## src/design/sss_pkg.sv

```systemverilog
// shared types, constants and codes for the servo sine sweep generator
package sss_pkg;

   localparam int ELAPSED_W  = 26;
   localparam int PERIOD_W   = 24;
   localparam int DELTA_W    = 16;
   localparam int GAIN_W     = 15;
   localparam int DRIVE_W    = 16;
   localparam int OPND_W     = 15;
   localparam int PROD_W     = 2 * OPND_W;
   localparam int ANGLE_W    = 16;
   localparam int FRAC_W     = 14;
   localparam int CSR_IDX_W  = 2;
   localparam int CSR_DATA_W = 24;

   localparam int DEF_PHASE_BITS   = 10;
   localparam int DEF_STOP_DIVISOR = 16;

   // quarter-wave polynomial coefficients, q14
   localparam logic [OPND_W-1:0] SIN_A   = 15'd25736;
   localparam logic [OPND_W-1:0] SIN_B   = 15'd10512;
   localparam logic [OPND_W-1:0] SIN_C   = 15'd1160;
   localparam logic [OPND_W-1:0] QUARTER = 15'd16384;
   localparam logic [OPND_W-1:0] MAG_MAX = 15'd32767;

   localparam logic [GAIN_W-1:0]   GAIN_RESET   = 15'd32767;
   localparam logic [PERIOD_W-1:0] PERIOD_RESET = 24'd1000;

   typedef enum logic [CSR_IDX_W-1:0] {
      CSR_MODE        = 2'd0,
      CSR_MAX_GAIN    = 2'd1,
      CSR_BASE_PERIOD = 2'd2
   } csr_index_type;

   typedef enum logic {
      MODE_OSC   = 1'b0,
      MODE_DANCE = 1'b1
   } mode_type;

   typedef enum logic [1:0] {
      ST_IDLE,
      ST_DIV,
      ST_SINE,
      ST_FIN
   } ctrl_state_type;

   typedef enum logic [3:0] {
      SN_IDLE,
      SN_X2,
      SN_C,
      SN_T,
      SN_Y,
      SN_M,
      SN_CAP,
      SN_G,
      SN_RND,
      SN_DONE
   } sine_state_type;

   typedef struct packed {
      logic              start;
      logic              use_gain;
      logic [GAIN_W-1:0] gain;
   } sine_cmd_type;

   typedef struct packed {
      logic              done;
      logic              neg;
      logic [OPND_W-1:0] mag;
   } sine_stat_type;

endpackage

```

## src/design/sss_req_if.sv

```systemverilog
// step event channel: valid, ready and the time delta word
interface sss_req_if;
   import sss_pkg::*;

   logic               valid;
   logic               ready;
   logic [DELTA_W-1:0] time_delta;

   modport source (output valid, output time_delta, input ready);
   modport sink   (input valid, input time_delta, output ready);
endinterface

```

## src/design/sss_rsp_if.sv

```systemverilog
// drive result channel: valid, ready, drive value and restart flag
interface sss_rsp_if;
   import sss_pkg::*;

   logic                      valid;
   logic                      ready;
   logic signed [DRIVE_W-1:0] drive;
   logic                      cycle_restart;

   modport source (output valid, output drive, output cycle_restart, input ready);
   modport sink   (input valid, input drive, input cycle_restart, output ready);
endinterface

```

## src/design/sss_div.sv

```systemverilog
// bit-serial restoring divider giving the low phase bits of elapsed << shift / period
module sss_div #(
   parameter int PHASE_BITS = sss_pkg::DEF_PHASE_BITS,
   parameter int HALV_W     = 3
) (
   input  logic                          clock,
   input  logic                          reset,
   input  logic                          start,
   input  logic [sss_pkg::ELAPSED_W-1:0] dividend,
   input  logic [HALV_W-1:0]             halving,
   input  logic [sss_pkg::PERIOD_W-1:0]  period,
   output logic                          done,
   output logic [PHASE_BITS-1:0]         quot
);
   import sss_pkg::*;

   localparam int MAX_STEPS = ELAPSED_W + (2 ** HALV_W) - 1 + PHASE_BITS;
   localparam int CNT_W     = $clog2(MAX_STEPS + 1);

   logic [ELAPSED_W-1:0]  num_ff, num_in;
   logic [PERIOD_W-1:0]   rem_ff, rem_in;
   logic [PHASE_BITS-1:0] quot_ff, quot_in;
   logic [CNT_W-1:0]      cnt_ff, cnt_in;
   logic                  done_ff, done_in;

   logic [PERIOD_W:0]     trial;
   logic [PERIOD_W:0]     diff;
   logic                  fits;
   logic [CNT_W-1:0]      steps;

   always_comb begin
      trial = {rem_ff, num_ff[ELAPSED_W-1]};
      fits  = trial >= {1'b0, period};
      diff  = trial - {1'b0, period};
      steps = CNT_W'(ELAPSED_W) + CNT_W'(halving) + CNT_W'(PHASE_BITS);

      num_in  = num_ff;
      rem_in  = rem_ff;
      quot_in = quot_ff;
      cnt_in  = cnt_ff;
      done_in = 1'b0;
      if (start) begin
         num_in  = dividend;
         rem_in  = '0;
         quot_in = '0;
         cnt_in  = steps;
      end else if (cnt_ff != '0) begin
         // one quotient bit per cycle, remainder stays below the period
         num_in  = num_ff << 1;
         rem_in  = fits ? diff[PERIOD_W-1:0] : trial[PERIOD_W-1:0];
         quot_in = {quot_ff[PHASE_BITS-2:0], fits};
         cnt_in  = cnt_ff - 1'b1;
         done_in = (cnt_ff == CNT_W'(1));
      end
   end

   always_ff @(posedge clock) begin
      if (reset) begin
         cnt_ff  <= '0;
         done_ff <= 1'b0;
      end else begin
         cnt_ff  <= cnt_in;
         done_ff <= done_in;
      end
   end

   always_ff @(posedge clock) begin
      num_ff  <= num_in;
      rem_ff  <= rem_in;
      quot_ff <= quot_in;
   end

   assign done = done_ff;
   assign quot = quot_ff;
endmodule

```

## src/design/sss_sine.sv

```systemverilog
// quarter-wave sine polynomial and gain scaling on one shared multiplier
module sss_sine #(
   parameter int PHASE_BITS = sss_pkg::DEF_PHASE_BITS
) (
   input  logic                  clock,
   input  logic                  reset,
   input  sss_pkg::sine_cmd_type cmd,
   input  logic [PHASE_BITS-1:0] phase,
   output sss_pkg::sine_stat_type stat
);
   import sss_pkg::*;

   localparam logic [PROD_W:0] RND_M = (PROD_W + 1)'(8192);
   localparam logic [PROD_W:0] RND_G = (PROD_W + 1)'(16384);

   sine_state_type      state_ff, state_in;
   logic [OPND_W-1:0]   x_ff, x_in;
   logic [OPND_W-1:0]   x2_ff, x2_in;
   logic                neg_ff, neg_in;
   logic [PROD_W-1:0]   prod_ff, prod_in;
   logic [OPND_W-1:0]   mag_ff, mag_in;

   logic [OPND_W-1:0]   mul_a, mul_b;
   logic [PROD_W-1:0]   product;
   logic [OPND_W-1:0]   prod_hi;
   logic [ANGLE_W-1:0]  angle;
   logic [OPND_W-1:0]   x_raw;
   logic [PROD_W:0]     sum_m, sum_g;
   logic [PROD_W-FRAC_W:0] scaled;

   assign product = PROD_W'(mul_a) * PROD_W'(mul_b);
   assign prod_hi = prod_ff[FRAC_W+OPND_W-1:FRAC_W];
   assign angle   = ANGLE_W'(phase) << (ANGLE_W - PHASE_BITS);
   assign x_raw   = {1'b0, angle[FRAC_W-1:0]};
   assign sum_m   = {1'b0, prod_ff} + RND_M;
   assign sum_g   = {1'b0, prod_ff} + RND_G;
   assign scaled  = sum_m[PROD_W:FRAC_W];

   always_comb begin
      state_in = state_ff;
      x_in     = x_ff;
      x2_in    = x2_ff;
      neg_in   = neg_ff;
      prod_in  = prod_ff;
      mag_in   = mag_ff;
      mul_a    = '0;
      mul_b    = '0;
      case (state_ff)
         SN_IDLE: begin
            if (cmd.start) begin
               // mirror in odd quadrants, negative in the lower half turn
               x_in     = angle[FRAC_W] ? QUARTER - x_raw : x_raw;
               neg_in   = angle[ANGLE_W-1];
               state_in = SN_X2;
            end
         end
         SN_X2: begin
            mul_a    = x_ff;
            mul_b    = x_ff;
            prod_in  = product;
            state_in = SN_C;
         end
         SN_C: begin
            x2_in    = prod_hi;
            mul_a    = prod_hi;
            mul_b    = SIN_C;
            prod_in  = product;
            state_in = SN_T;
         end
         SN_T: begin
            mul_a    = x2_ff;
            mul_b    = SIN_B - prod_hi;
            prod_in  = product;
            state_in = SN_Y;
         end
         SN_Y: begin
            mul_a    = x_ff;
            mul_b    = SIN_A - prod_hi;
            prod_in  = product;
            state_in = SN_M;
         end
         SN_M: begin
            mul_a    = prod_hi;
            mul_b    = MAG_MAX;
            prod_in  = product;
            state_in = SN_CAP;
         end
         SN_CAP: begin
            mag_in   = (scaled > (PROD_W - FRAC_W + 1)'(MAG_MAX)) ? MAG_MAX
                                                                 : scaled[OPND_W-1:0];
            state_in = cmd.use_gain ? SN_G : SN_DONE;
         end
         SN_G: begin
            mul_a    = mag_ff;
            mul_b    = cmd.gain;
            prod_in  = product;
            state_in = SN_RND;
         end
         SN_RND: begin
            mag_in   = sum_g[GAIN_W+OPND_W-1:GAIN_W];
            state_in = SN_DONE;
         end
         SN_DONE: begin
            state_in = SN_IDLE;
         end
         default: begin
            state_in = SN_IDLE;
         end
      endcase
   end

   always_ff @(posedge clock) begin
      if (reset) begin
         state_ff <= SN_IDLE;
      end else begin
         state_ff <= state_in;
      end
   end

   always_ff @(posedge clock) begin
      x_ff    <= x_in;
      x2_ff   <= x2_in;
      neg_ff  <= neg_in;
      prod_ff <= prod_in;
      mag_ff  <= mag_in;
   end

   assign stat.done = (state_ff == SN_DONE);
   assign stat.neg  = neg_ff;
   assign stat.mag  = mag_ff;
endmodule

```

## src/design/servo_sine_sweep_generator.sv

```systemverilog
// servo sine sweep generator top level: control, timer state and result register
//
//   port       dir   word                          handshake
//   req_chan   in    time_delta (16b unsigned)     valid / ready
//   rsp_chan   out   drive (16b signed), restart   valid / ready
//   csr_*      in    index 2b, data 24b            write enable, no wait
//
// one step word at a time: ready only while the sequencer is idle
// each word passes the bit-serial phase divider (one quotient bit per cycle)
//   and the shared sine multiplier, whose gain stage is skipped in dance mode;
//   the sequencer is idle again, ready for the next word, in the same cycle
//   that the drive word is first offered
// the result register frees the sequencer: a new word is taken while
//   a finished drive word still waits on a stalled rsp_chan
// synchronous active-high reset: timer stopped, elapsed zero, registers
//   at mode oscillate, gain 32767, period 1000
module servo_sine_sweep_generator #(
   parameter int PHASE_BITS   = sss_pkg::DEF_PHASE_BITS,
   parameter int STOP_DIVISOR = sss_pkg::DEF_STOP_DIVISOR
) (
   input  logic                           clock,
   input  logic                           reset,
   sss_req_if.sink                        req_chan,
   sss_rsp_if.source                      rsp_chan,
   input  logic                           csr_wr_en,
   input  logic [sss_pkg::CSR_IDX_W-1:0]  csr_index,
   input  logic [sss_pkg::CSR_DATA_W-1:0] csr_wr_data
);
   import sss_pkg::*;

   // halving stops once 2^h reaches the stop divisor
   localparam int HALV_MAX = $clog2(STOP_DIVISOR);
   localparam int HALV_W   = $clog2(HALV_MAX + 1);

   ctrl_state_type             state_ff, state_in;

   // configuration registers
   mode_type                   mode_ff, mode_in;
   logic [GAIN_W-1:0]          gain_ff, gain_in;
   logic [PERIOD_W-1:0]        period_ff, period_in;

   // timer state
   logic [ELAPSED_W-1:0]       elapsed_ff, elapsed_in;
   logic [HALV_W-1:0]          halving_ff, halving_in;
   logic                       running_ff, running_in;

   // result register
   logic                       rsp_valid_ff, rsp_valid_in;
   logic signed [DRIVE_W-1:0]  drive_ff, drive_in;
   logic                       restart_ff, restart_in;

   logic                       accept;
   logic [PERIOD_W-1:0]        period_eff;
   logic [ELAPSED_W-1:0]       elapsed_sum;
   logic [HALV_W-1:0]          div_halving;
   logic                       div_done;
   logic [PHASE_BITS-1:0]      phase;
   sine_cmd_type               sine_cmd;
   sine_stat_type              sine_stat;
   logic                       over_osc, over_dance, restart;
   logic [HALV_W-1:0]          halving_next;
   logic                       slot_free;
   logic [DRIVE_W-1:0]         mag_ext;

   assign accept      = req_chan.valid && req_chan.ready;
   assign period_eff  = (period_ff == '0) ? PERIOD_W'(1) : period_ff;
   assign elapsed_sum = elapsed_ff + ELAPSED_W'(req_chan.time_delta);
   assign slot_free   = !rsp_valid_ff || rsp_chan.ready;

   // restart tests against one period (oscillate) or two periods (dance)
   assign over_osc   = elapsed_ff > ELAPSED_W'(period_eff);
   assign over_dance = elapsed_ff > {1'b0, period_eff, 1'b0};
   assign restart    = (mode_ff == MODE_OSC) ? over_osc : over_dance;
   assign halving_next = (mode_ff == MODE_DANCE && restart && halving_ff < HALV_W'(HALV_MAX))
                         ? halving_ff + 1'b1 : halving_ff;
   assign mag_ext = {1'b0, sine_stat.mag};

   always_comb begin
      state_in     = state_ff;
      elapsed_in   = elapsed_ff;
      halving_in   = halving_ff;
      running_in   = running_ff;
      rsp_valid_in = rsp_valid_ff && !rsp_chan.ready;
      drive_in     = drive_ff;
      restart_in   = restart_ff;
      div_halving  = '0;
      sine_cmd.start    = 1'b0;
      sine_cmd.use_gain = (mode_ff == MODE_OSC);
      sine_cmd.gain     = gain_ff;
      case (state_ff)
         ST_IDLE: begin
            if (accept) begin
               if (mode_ff == MODE_OSC) begin
                  elapsed_in = elapsed_sum;
               end else if (!running_ff) begin
                  // dance start: drop this delta, sweep from base period
                  running_in = 1'b1;
                  halving_in = '0;
                  elapsed_in = '0;
               end else begin
                  elapsed_in  = elapsed_sum;
                  div_halving = halving_ff;
               end
               state_in = ST_DIV;
            end
         end
         ST_DIV: begin
            if (div_done) begin
               sine_cmd.start = 1'b1;
               state_in       = ST_SINE;
            end
         end
         ST_SINE: begin
            if (sine_stat.done) begin
               state_in = ST_FIN;
            end
         end
         ST_FIN: begin
            if (slot_free) begin
               rsp_valid_in = 1'b1;
               restart_in   = restart;
               if (restart) begin
                  drive_in   = '0;
                  elapsed_in = '0;
               end else if (sine_stat.neg) begin
                  drive_in = $signed(DRIVE_W'(0) - mag_ext);
               end else begin
                  drive_in = $signed(mag_ext);
               end
               if (mode_ff == MODE_DANCE) begin
                  halving_in = halving_next;
                  if (halving_next >= HALV_W'(HALV_MAX)) begin
                     running_in = 1'b0;
                  end
               end
               state_in = ST_IDLE;
            end
         end
         default: begin
            state_in = ST_IDLE;
         end
      endcase
   end

   // configuration writes
   always_comb begin
      mode_in   = mode_ff;
      gain_in   = gain_ff;
      period_in = period_ff;
      if (csr_wr_en) begin
         case (csr_index)
            CSR_MODE:        mode_in   = mode_type'(csr_wr_data[0]);
            CSR_MAX_GAIN:    gain_in   = csr_wr_data[GAIN_W-1:0];
            CSR_BASE_PERIOD: period_in = csr_wr_data[PERIOD_W-1:0];
            default: begin
               mode_in = mode_ff;
            end
         endcase
      end
   end

   always_ff @(posedge clock) begin
      if (reset) begin
         state_ff     <= ST_IDLE;
         mode_ff      <= MODE_OSC;
         gain_ff      <= GAIN_RESET;
         period_ff    <= PERIOD_RESET;
         elapsed_ff   <= '0;
         halving_ff   <= '0;
         running_ff   <= 1'b0;
         rsp_valid_ff <= 1'b0;
      end else begin
         state_ff     <= state_in;
         mode_ff      <= mode_in;
         gain_ff      <= gain_in;
         period_ff    <= period_in;
         elapsed_ff   <= elapsed_in;
         halving_ff   <= halving_in;
         running_ff   <= running_in;
         rsp_valid_ff <= rsp_valid_in;
      end
   end

   always_ff @(posedge clock) begin
      drive_ff   <= drive_in;
      restart_ff <= restart_in;
   end

   // phase divider: dividend taken straight from the accepted elapsed value
   sss_div #(
      .PHASE_BITS (PHASE_BITS),
      .HALV_W     (HALV_W)
   ) u_div (
      .clock    (clock),
      .reset    (reset),
      .start    (accept),
      .dividend (elapsed_in),
      .halving  (div_halving),
      .period   (period_eff),
      .done     (div_done),
      .quot     (phase)
   );

   sss_sine #(
      .PHASE_BITS (PHASE_BITS)
   ) u_sine (
      .clock (clock),
      .reset (reset),
      .cmd   (sine_cmd),
      .phase (phase),
      .stat  (sine_stat)
   );

   assign req_chan.ready         = (state_ff == ST_IDLE);
   assign rsp_chan.valid         = rsp_valid_ff;
   assign rsp_chan.drive         = drive_ff;
   assign rsp_chan.cycle_restart = restart_ff;

   a_accept_starts_div: assert property (@(posedge clock) disable iff (reset)
      accept |=> state_ff == ST_DIV)
      else $error("accepted word did not start the divider");

   a_restart_zero: assert property (@(posedge clock) disable iff (reset)
      (rsp_chan.valid && rsp_chan.cycle_restart) |-> rsp_chan.drive == '0)
      else $error("restart word with nonzero drive");

   a_halving_bound: assert property (@(posedge clock) disable iff (reset)
      halving_ff <= HALV_W'(HALV_MAX))
      else $error("halving count beyond stop level");

   a_osc_keeps_sweep: assert property (@(posedge clock) disable iff (reset)
      (accept && mode_ff == MODE_OSC) |=> ($stable(halving_ff) && $stable(running_ff)))
      else $error("oscillate word changed sweep state");

   a_drive_range: assert property (@(posedge clock) disable iff (reset)
      rsp_chan.valid |-> rsp_chan.drive != {1'b1, {(DRIVE_W-1){1'b0}}})
      else $error("drive at most negative code");
endmodule

```

## src/flat_wrapper.sv

```systemverilog
// flat-port wrapper written by rule: the top's interface ports become plain ports
module servo_sine_sweep_generator_flat import sss_pkg::*;
#(
   parameter int PHASE_BITS   = sss_pkg::DEF_PHASE_BITS,
   parameter int STOP_DIVISOR = sss_pkg::DEF_STOP_DIVISOR
)
  (clock, reset, csr_wr_en, csr_index, csr_wr_data, req_chan_valid, req_chan_time_delta, req_chan_ready, rsp_chan_valid, rsp_chan_drive, rsp_chan_cycle_restart, rsp_chan_ready);
  sss_req_if req_chan_i ();
  sss_rsp_if rsp_chan_i ();
  input  logic clock;
  input  logic reset;
  input  logic csr_wr_en;
  input  logic [sss_pkg::CSR_IDX_W-1:0] csr_index;
  input  logic [sss_pkg::CSR_DATA_W-1:0] csr_wr_data;
  input wire logic [$bits(req_chan_i.valid)-1:0] req_chan_valid;
  input wire logic [$bits(req_chan_i.time_delta)-1:0] req_chan_time_delta;
  output wire logic [$bits(req_chan_i.ready)-1:0] req_chan_ready;
  output wire logic [$bits(rsp_chan_i.valid)-1:0] rsp_chan_valid;
  output wire logic [$bits(rsp_chan_i.drive)-1:0] rsp_chan_drive;
  output wire logic [$bits(rsp_chan_i.cycle_restart)-1:0] rsp_chan_cycle_restart;
  input wire logic [$bits(rsp_chan_i.ready)-1:0] rsp_chan_ready;
  assign req_chan_i.valid = req_chan_valid;
  assign req_chan_i.time_delta = req_chan_time_delta;
  assign req_chan_ready = req_chan_i.ready;
  assign rsp_chan_valid = rsp_chan_i.valid;
  assign rsp_chan_drive = rsp_chan_i.drive;
  assign rsp_chan_cycle_restart = rsp_chan_i.cycle_restart;
  assign rsp_chan_i.ready = rsp_chan_ready;
  servo_sine_sweep_generator #(.PHASE_BITS(PHASE_BITS), .STOP_DIVISOR(STOP_DIVISOR)) u_core (.clock(clock), .reset(reset), .req_chan(req_chan_i), .rsp_chan(rsp_chan_i), .csr_wr_en(csr_wr_en), .csr_index(csr_index), .csr_wr_data(csr_wr_data));
endmodule
```

## config.mk

```make
export PLATFORM = sky130hd
export DESIGN_NAME = servo_sine_sweep_generator_flat
export DESIGN_NICKNAME = d
export VERILOG_FILES = /design/src/design/sss_pkg.sv /design/src/design/sss_req_if.sv /design/src/design/sss_rsp_if.sv /design/src/design/sss_div.sv /design/src/design/sss_sine.sv /design/src/design/servo_sine_sweep_generator.sv /design/src/flat_wrapper.sv
export SDC_FILE = /design/constraint.sdc
export NUM_CORES = 1
export LEC_CHECK = 0
export BUFFER_PORTS_ARGS = -buffer_cell sky130_fd_sc_hd__clkbuf_2
export CAP_MARGIN = 20
export CORE_MARGIN = 2
export CORE_UTILIZATION = 35
export CTS_BUF_LIST = sky130_fd_sc_hd__clkbuf_16
export DETAILED_ROUTE_END_ITERATION = 16
export PLACE_DENSITY = 0.61
export SLEW_MARGIN = 40
export SYNTH_ARGS = -nofsm -noshare
export SYNTH_HDL_FRONTEND = slang
export SYNTH_SLANG_ARGS = --single-unit
export TNS_END_PERCENT = 50
```

## constraint.sdc

```tcl
create_clock -name clock -period 11.3 [get_ports clock]
set_input_delay 2.26 -clock clock [delete_from_list [all_inputs] [get_ports clock]]
set_output_delay 2.26 -clock clock [all_outputs]
set_load 0.005 [all_outputs]
```

==> run metrics, run 1 <==
status=completed; largest stage delay on the critical path=0.72 ns; ANT cells=0; H-tree Lvls=1; largest net degree at the start of global routing=55; Clk Latency, worst-skew pair=0.57 ns; Worst slew margin=45.25%; clock power share=25.3%; Bufs on Longest Clock Path=3; Leakage=0.01030 uW; maximum VDD drop=0.0001290 V; ys flop type=dfxtp_1; Syn Nets=2893; worst slack, placed=1.641 ns; syn avg cell area=8.455 sq um; most common cell after layout, fill and taps aside=nand2_1; Worst Tran Pin Value=0.7984 ns; CP required=11.60 ns; Crit Path Category=reg -> reg; Area Growth Syn to Fin=10.13%; Net Switching=1366 uW; CTS resizes=0; Via Count=18030; post-layout worst setup margin=1.573 ns; hold slack=0.4489 ns; DR WL/cell=18.56 um; DRC errors left=0; met3 GRT Util=2.268%; TritonCTS clock tree=built; vias per inst=5.468; commonest cells after routing, fill and taps aside=400 x nand2_1, 269 x inv_1, 201 x nor2_1; Sw Ratio=40.38%; Worst Hold Class=reg -> reg; die span in x=249.0 um; antenna violations before repair=1; final wirelength=61220 um; Initial Util=35.52%; fin. max-slew vios=0; post-CTS setup buffer count=0; Final Setup Violations=0; Reg clk slew, reported paths=0.06 ns; Num CTS Buffers=25; GPL Wtd Cong=0.9356; final hold violations=0; Critical Path Sink Type=flip-flop; die area=61980 sq um; met1 usage=26.34%; Detailed Routing Iterations Pass 1=6; Tcrit/Tclk final=86.08%; GRT overflow=0; number of global-route vias before repair=18000; Post-synth EDFFs=100; fmax=102.8 MHz; Final #Nets=2915; Slowest cell on crit path=mux2i_1; Std-Cell Rows=89; initial DRC count=1410; CP Data Arrival Time=10.03 ns; layout cells sized above 1=7.089%; sequential share of power=33.1%; synthesized area=21000 sq um; RSZ-0062 raised after global routing=no; sequential area share after synthesis=25.55%; Root Buffer=clkbuf_16; first-pass GRT wire length=98230 um; met2 Usage GRT=32.85%; post-detail-place hpwl=46970 um; Internal Power=2017 uW; Finished Cell Area=23130 sq um; Netlist cell types=78; Synth async-reset ratio=0%; Cell Pwr Density=146.3 nW/um^2; CP max FO=26; Top-Level Pins=66; Crit path top cell by count=fa_1; combinational group share of total power=41.7%; Top Usage Layer GRT=met2; placed cell area=22250 sq um; Setup TNS=0 ns; FF+latch count, synth=218; CTS sink cnt=218; maxcap violations=0; Ys Warns=0; Post-Syn Instances=2484; number of port buffers=65; core area=59130 sq um; minimum clock period=9.727 ns; Post-Route Utilization=39.12%; Final Skew=0.03651 ns; CTS Hold Bufs=0; antenna-violating nets left=0; startpoint types=flip-flop; Die H=249.0 um; overall routing resource usage=19.56%
[synthesized netlist by cell type (5+ instances only)]
library cell | instances | area [sq um]
mux2i_1 | 22 | 220.2
and2_1 | 51 | 319.1
o211ai_1 | 18 | 135.1
xor2_1 | 34 | 297.8
nor2_1 | 202 | 758.2
edfxtp_1 | 100 | 3003
inv_1 | 265 | 994.7
o21a_1 | 29 | 217.7
a21boi_0 | 5 | 37.54
o21ai_0 | 109 | 545.5
a31oi_1 | 33 | 206.5
o21ai_1 | 8 | 40.04
o21bai_1 | 6 | 45.04
nand2_1 | 401 | 1505
or3_1 | 17 | 106.4
dfxtp_1 | 118 | 2362
a211o_1 | 7 | 61.31
nand3b_1 | 10 | 75.07
a211oi_1 | 15 | 112.6
o2bb2ai_1 | 7 | 61.31
xnor2_1 | 61 | 534.3
a21oi_1 | 148 | 740.7
nor2b_1 | 17 | 106.4
or2_2 | 5 | 31.28
nor3b_1 | 5 | 37.54
nand3_1 | 55 | 275.3
a221oi_1 | 8 | 70.07
nor4_1 | 20 | 125.1
o31ai_1 | 15 | 112.6
and3_1 | 11 | 68.82
buf_2 | 10 | 50.05
buf_1 | 10 | 37.54
a221o_1 | 5 | 50.05
nand4_1 | 24 | 150.1
clkbuf_1 | 83 | 311.6
nor3_1 | 53 | 265.3
fa_1 | 168 | 3363
nand2b_1 | 14 | 87.58
o41ai_1 | 6 | 52.55
a21o_1 | 24 | 180.2
ha_1 | 194 | 2427
a22oi_1 | 17 | 127.6
a22o_1 | 7 | 61.31
[metrics by stage]
| step | std cells | power [uW] |
|---|---|---|
| detailed placement | 3251 | 2513 |
| CTS | 3297 | 3376 |
| finish | 3298 | 3383 |
| global route | 3298 | 3618 |
| global placement | 3250 | 2467 |
| floorplan | 2484 | 2145 |
[kinds of logic after synthesis]
group | share of synthesized area [%]
muxes | 1.263
adders and majority gates | 27.71
DFF | 25.55
AOI/OAI and AO/OA | 15.44
xor gates and xnor gates | 3.962
and+or+nand+nor | 19.39
buffers and inverters | 6.690
[final timing paths]
check                       startpoint                   endpoint  slack (ns)  cells past startpoint
max reg2reg  u_core.u_sine.state_ff[1]  u_core.u_sine.prod_ff[29]        1.57                     31
max          u_core.u_sine.state_ff[1]  u_core.u_sine.prod_ff[29]        1.57                     31
min reg2reg       u_core.u_div.quot[9]       u_core.u_sine.neg_ff        0.45                      0
min               u_core.u_div.quot[9]       u_core.u_sine.neg_ff        0.45                      0
[power by group through the flow]
| stage | Combinational (uW) | Clock, uW | Sequential, uW |
|---|---|---|---|
| 2_1_floorplan | 1050 | 0 | 1090 |
| 5_1_grt | 1580 | 902 | 1140 |
| 6_report | 1410 | 855 | 1120 |
| 3_5_place_dp | 1380 | 0 | 1130 |
| 4_1_cts | 1390 | 868 | 1120 |
| 3_3_place_gp | 1340 | 0 | 1130 |
[routing by layer]
metal / wire length, um / share of wire [%] / up-vias
met4: 1971 / 3.2 / 0
met2: 29060 / 47 / 547
met3: 3582 / 5.9 / 110
li1: - / - / 8510
met1: 26610 / 43 / 8867
met5: 0 / 0 / -
[registers in the layout (all words and copies together) (netlist names), 16 cells and up]
signal                 count
u_core.rsp_chan.drive     16
u_core.elapsed_ff         26
u_core.u_sine.prod_ff     17
u_core.period_ff          24
u_core.u_div.rem_ff       24
u_core.u_div.num_ff       26
[layout make-up]
| class | count | area, sq um |
|---|---|---|
| clock buffer | 29 | 725.7 |
| clock inverter | 17 | 131.4 |
| multi-input combinational | 1896 | 14360 |
| timing repair buffer | 99 | 580.6 |
| tap | 773 | 967.2 |
| inverter | 266 | 999.7 |
| sequential | 218 | 5366 |
| fill | 5977 | 36000 |
[worst max-delay path: cells and delay by family (launching register included)]
| family | cells | cell delay (ns) |
|---|---|---|
| AO/OA/AOI/OAI | 7 | 1.53 |
| flip-flops | 1 | 0.30 |
| multiplexers | 1 | 0.72 |
| AND/OR/NAND/NOR | 7 | 1.81 |
| XOR/XNOR | 2 | 0.36 |
| buffers and inverters | 6 | 0.83 |
| adder cells (fa/ha/maj) | 8 | 3.89 |
Power figures use the tool's default switching activity.
==> inputs of run 2 (changes only) <==
--- a/config.mk
+++ b/config.mk
@@ -11,7 +11,7 @@
 export CORE_UTILIZATION = 35
 export CTS_BUF_LIST = sky130_fd_sc_hd__clkbuf_16
 export DETAILED_ROUTE_END_ITERATION = 16
-export PLACE_DENSITY = 0.61
+export PLACE_DENSITY = 0.6
 export SLEW_MARGIN = 40
 export SYNTH_ARGS = -nofsm -noshare
 export SYNTH_HDL_FRONTEND = slang
==> run metrics, run 2 (synthesis gave the netlist of run 1 again) <==
antenna violations before repair=0; RSZ-0062 raised after global routing=no; worst flop-to-flop path endpoint=u_core.u_sine.prod_ff[29]; Tcrit/Tclk final=82.25%; Crit Path Category=reg -> reg; Detailed Routing Iterations Pass 1=5; end of the critical path=u_core.u_sine.prod_ff[29]; largest net degree at the start of global routing=55; maxcap violations=0; final hold violations=0; die area=61980 sq um; DR WL/cell=18.30 um; number of global-route vias before repair=17790; Slowest cell on crit path=mux2i_2; Via Count=17850; minimum clock period=9.295 ns; post-detail-place hpwl=46650 um; hold slack=0.4321 ns; most common cell after layout, fill and taps aside=nand2_1; Final Setup Violations=0; CTS sink cnt=218; Area Growth Syn to Fin=10.33%; Critical Path Sink Type=flip-flop; Finished Cell Area=23170 sq um; status=completed; Final #Nets=2916; vias per inst=5.411; r2r setup slk=2.01 ns; first-pass GRT wire length=97280 um; Final Skew=0.01643 ns; Die H=249.0 um; largest stage delay on the critical path=0.56 ns; Worst Tran Pin Value=0.8192 ns; overall routing resource usage=19.42%; commonest cells after routing, fill and taps aside=400 x nand2_1, 265 x inv_1, 201 x nor2_1; core area=59130 sq um; final wirelength=60370 um; Cell Pwr Density=146.5 nW/um^2; Setup TNS=0 ns; H-tree Lvls=1; Root Buffer=clkbuf_16; GRT overflow=0; Leakage=0.01031 uW; GPL Wtd Cong=0.9248; Reg clk slew, reported paths=0.06 ns; reg2reg start=u_core.u_sine.state_ff[1]; Bufs on Longest Clock Path=3; DRC errors left=0; fmax=107.6 MHz; Std-Cell Rows=89; CP required=11.59 ns; CTS resizes=0; Crit path top cell by count=fa_1; maximum VDD drop=0.0001437 V; fin. max-slew vios=0; layout filler cell count=5984; post-CTS setup buffer count=0; Clk Latency, worst-skew pair=0.55 ns; register area=5366 sq um; Crit. path cell count=31; placed cell area=22250 sq um; CP Data Arrival Time=9.59 ns; startpoint types=flip-flop; die span in x=249.0 um; Initial Util=35.52%; top flop regs=u_core.elapsed_ff (26), u_core.u_div.num_ff (26); Worst Hold Class=reg -> reg; antenna-violating nets left=0; initial DRC count=1362; Multi-input gate area=14370 sq um; Num CTS Buffers=27; WP buf/inv=6; r2r worst-path depth=31; layout cells sized above 1=7.522%; number of port buffers=65; critical path's top delay family=adder cells; CP startpoint=u_core.u_sine.state_ff[1]; CTS Hold Bufs=0; ANT cells=0; CP max FO=26; TritonCTS clock tree=built; Top-Level Pins=66; Worst slew margin=45.23%
==> run 2: cell count changes in the layout (fill, tap and decap cells not counted), moves of 2 or more <==
cell,before,now
inv_1,269,265
buf_4,34,32
o21ai_2,0,2
clkinv_1,4,2
clkinv_4,0,2
inv_4,1,6
==> run 2: how the worst min path moves through the flow <==
| stage | slack [ns] | cells past startpoint | startpoint | endpoint |
|---|---|---|---|---|
| 2_1_floorplan | 0.41 | 0 | u_core.u_div.quot[9] | u_core.u_sine.neg_ff |
| 3_3_place_gp | 0.42 | 0 | u_core.u_div.quot[9] | u_core.u_sine.neg_ff |
| 3_5_place_dp | 0.42 | 0 | u_core.u_div.quot[9] | u_core.u_sine.neg_ff |
| 4_1_cts | 0.44 | 0 | u_core.u_div.quot[9] | u_core.u_sine.neg_ff |
| 5_1_grt | 0.46 | 0 | u_core.u_div.quot[9] | u_core.u_sine.neg_ff |
| 6_report | 0.43 | 0 | u_core.u_div.quot[9] | u_core.u_sine.neg_ff |
==> run 2: final cells by class <==
type	count	share of cell area [%]
multi-input cells	1896	62.00
inverters	266	4.314
clock buffers	29	3.132
flip-flops and latches	218	23.16
repair buffers	98	2.489
clock inverters	19	0.7289
well taps	773	4.174
==> run 2: power by group <==
part,internal [uW],switching [uW]
Sequential,1010,107
Clock,514,364
Combinational,505,896
==> run 2: routing by layer <==
| layer | track usage (%) | vias up | wire length [um] |
|---|---|---|---|
| met2 | 32.65 | 495 | 28430 |
| met4 | 6.303 | 0 | 2081 |
| met5 | 0 | - | 0 |
| met1 | 26.26 | 8713 | 26760 |
| met3 | 1.818 | 105 | 3095 |
| li1 | - | 8539 | - |
==> run 2: metrics by stage <==
stage          setup slack, ns  util [%]  power, uW  instances
2_1_floorplan            3.089         -       2145       2484
3_3_place_gp             1.844     37.48       2472       3249
3_5_place_dp             1.616     37.63       2512       3250
4_1_cts                  1.584     39.15       3401       3298
5_1_grt                  1.312     39.19       3633       3299
6_report                 2.005     39.19       3395       3299
==> run 2: worst reg2reg max path, delay by kind of cell, from the launching register on <==
kind,cells,cell delay (ns)
XOR/XNOR,2,0.37
multiplexers,1,0.56
AO/OA/AOI/OAI,7,1.47
flip-flops,1,0.29
AND/OR/NAND/NOR,7,1.60
buffers and inverters,6,0.83
adder cells (fa/ha/maj),8,3.91
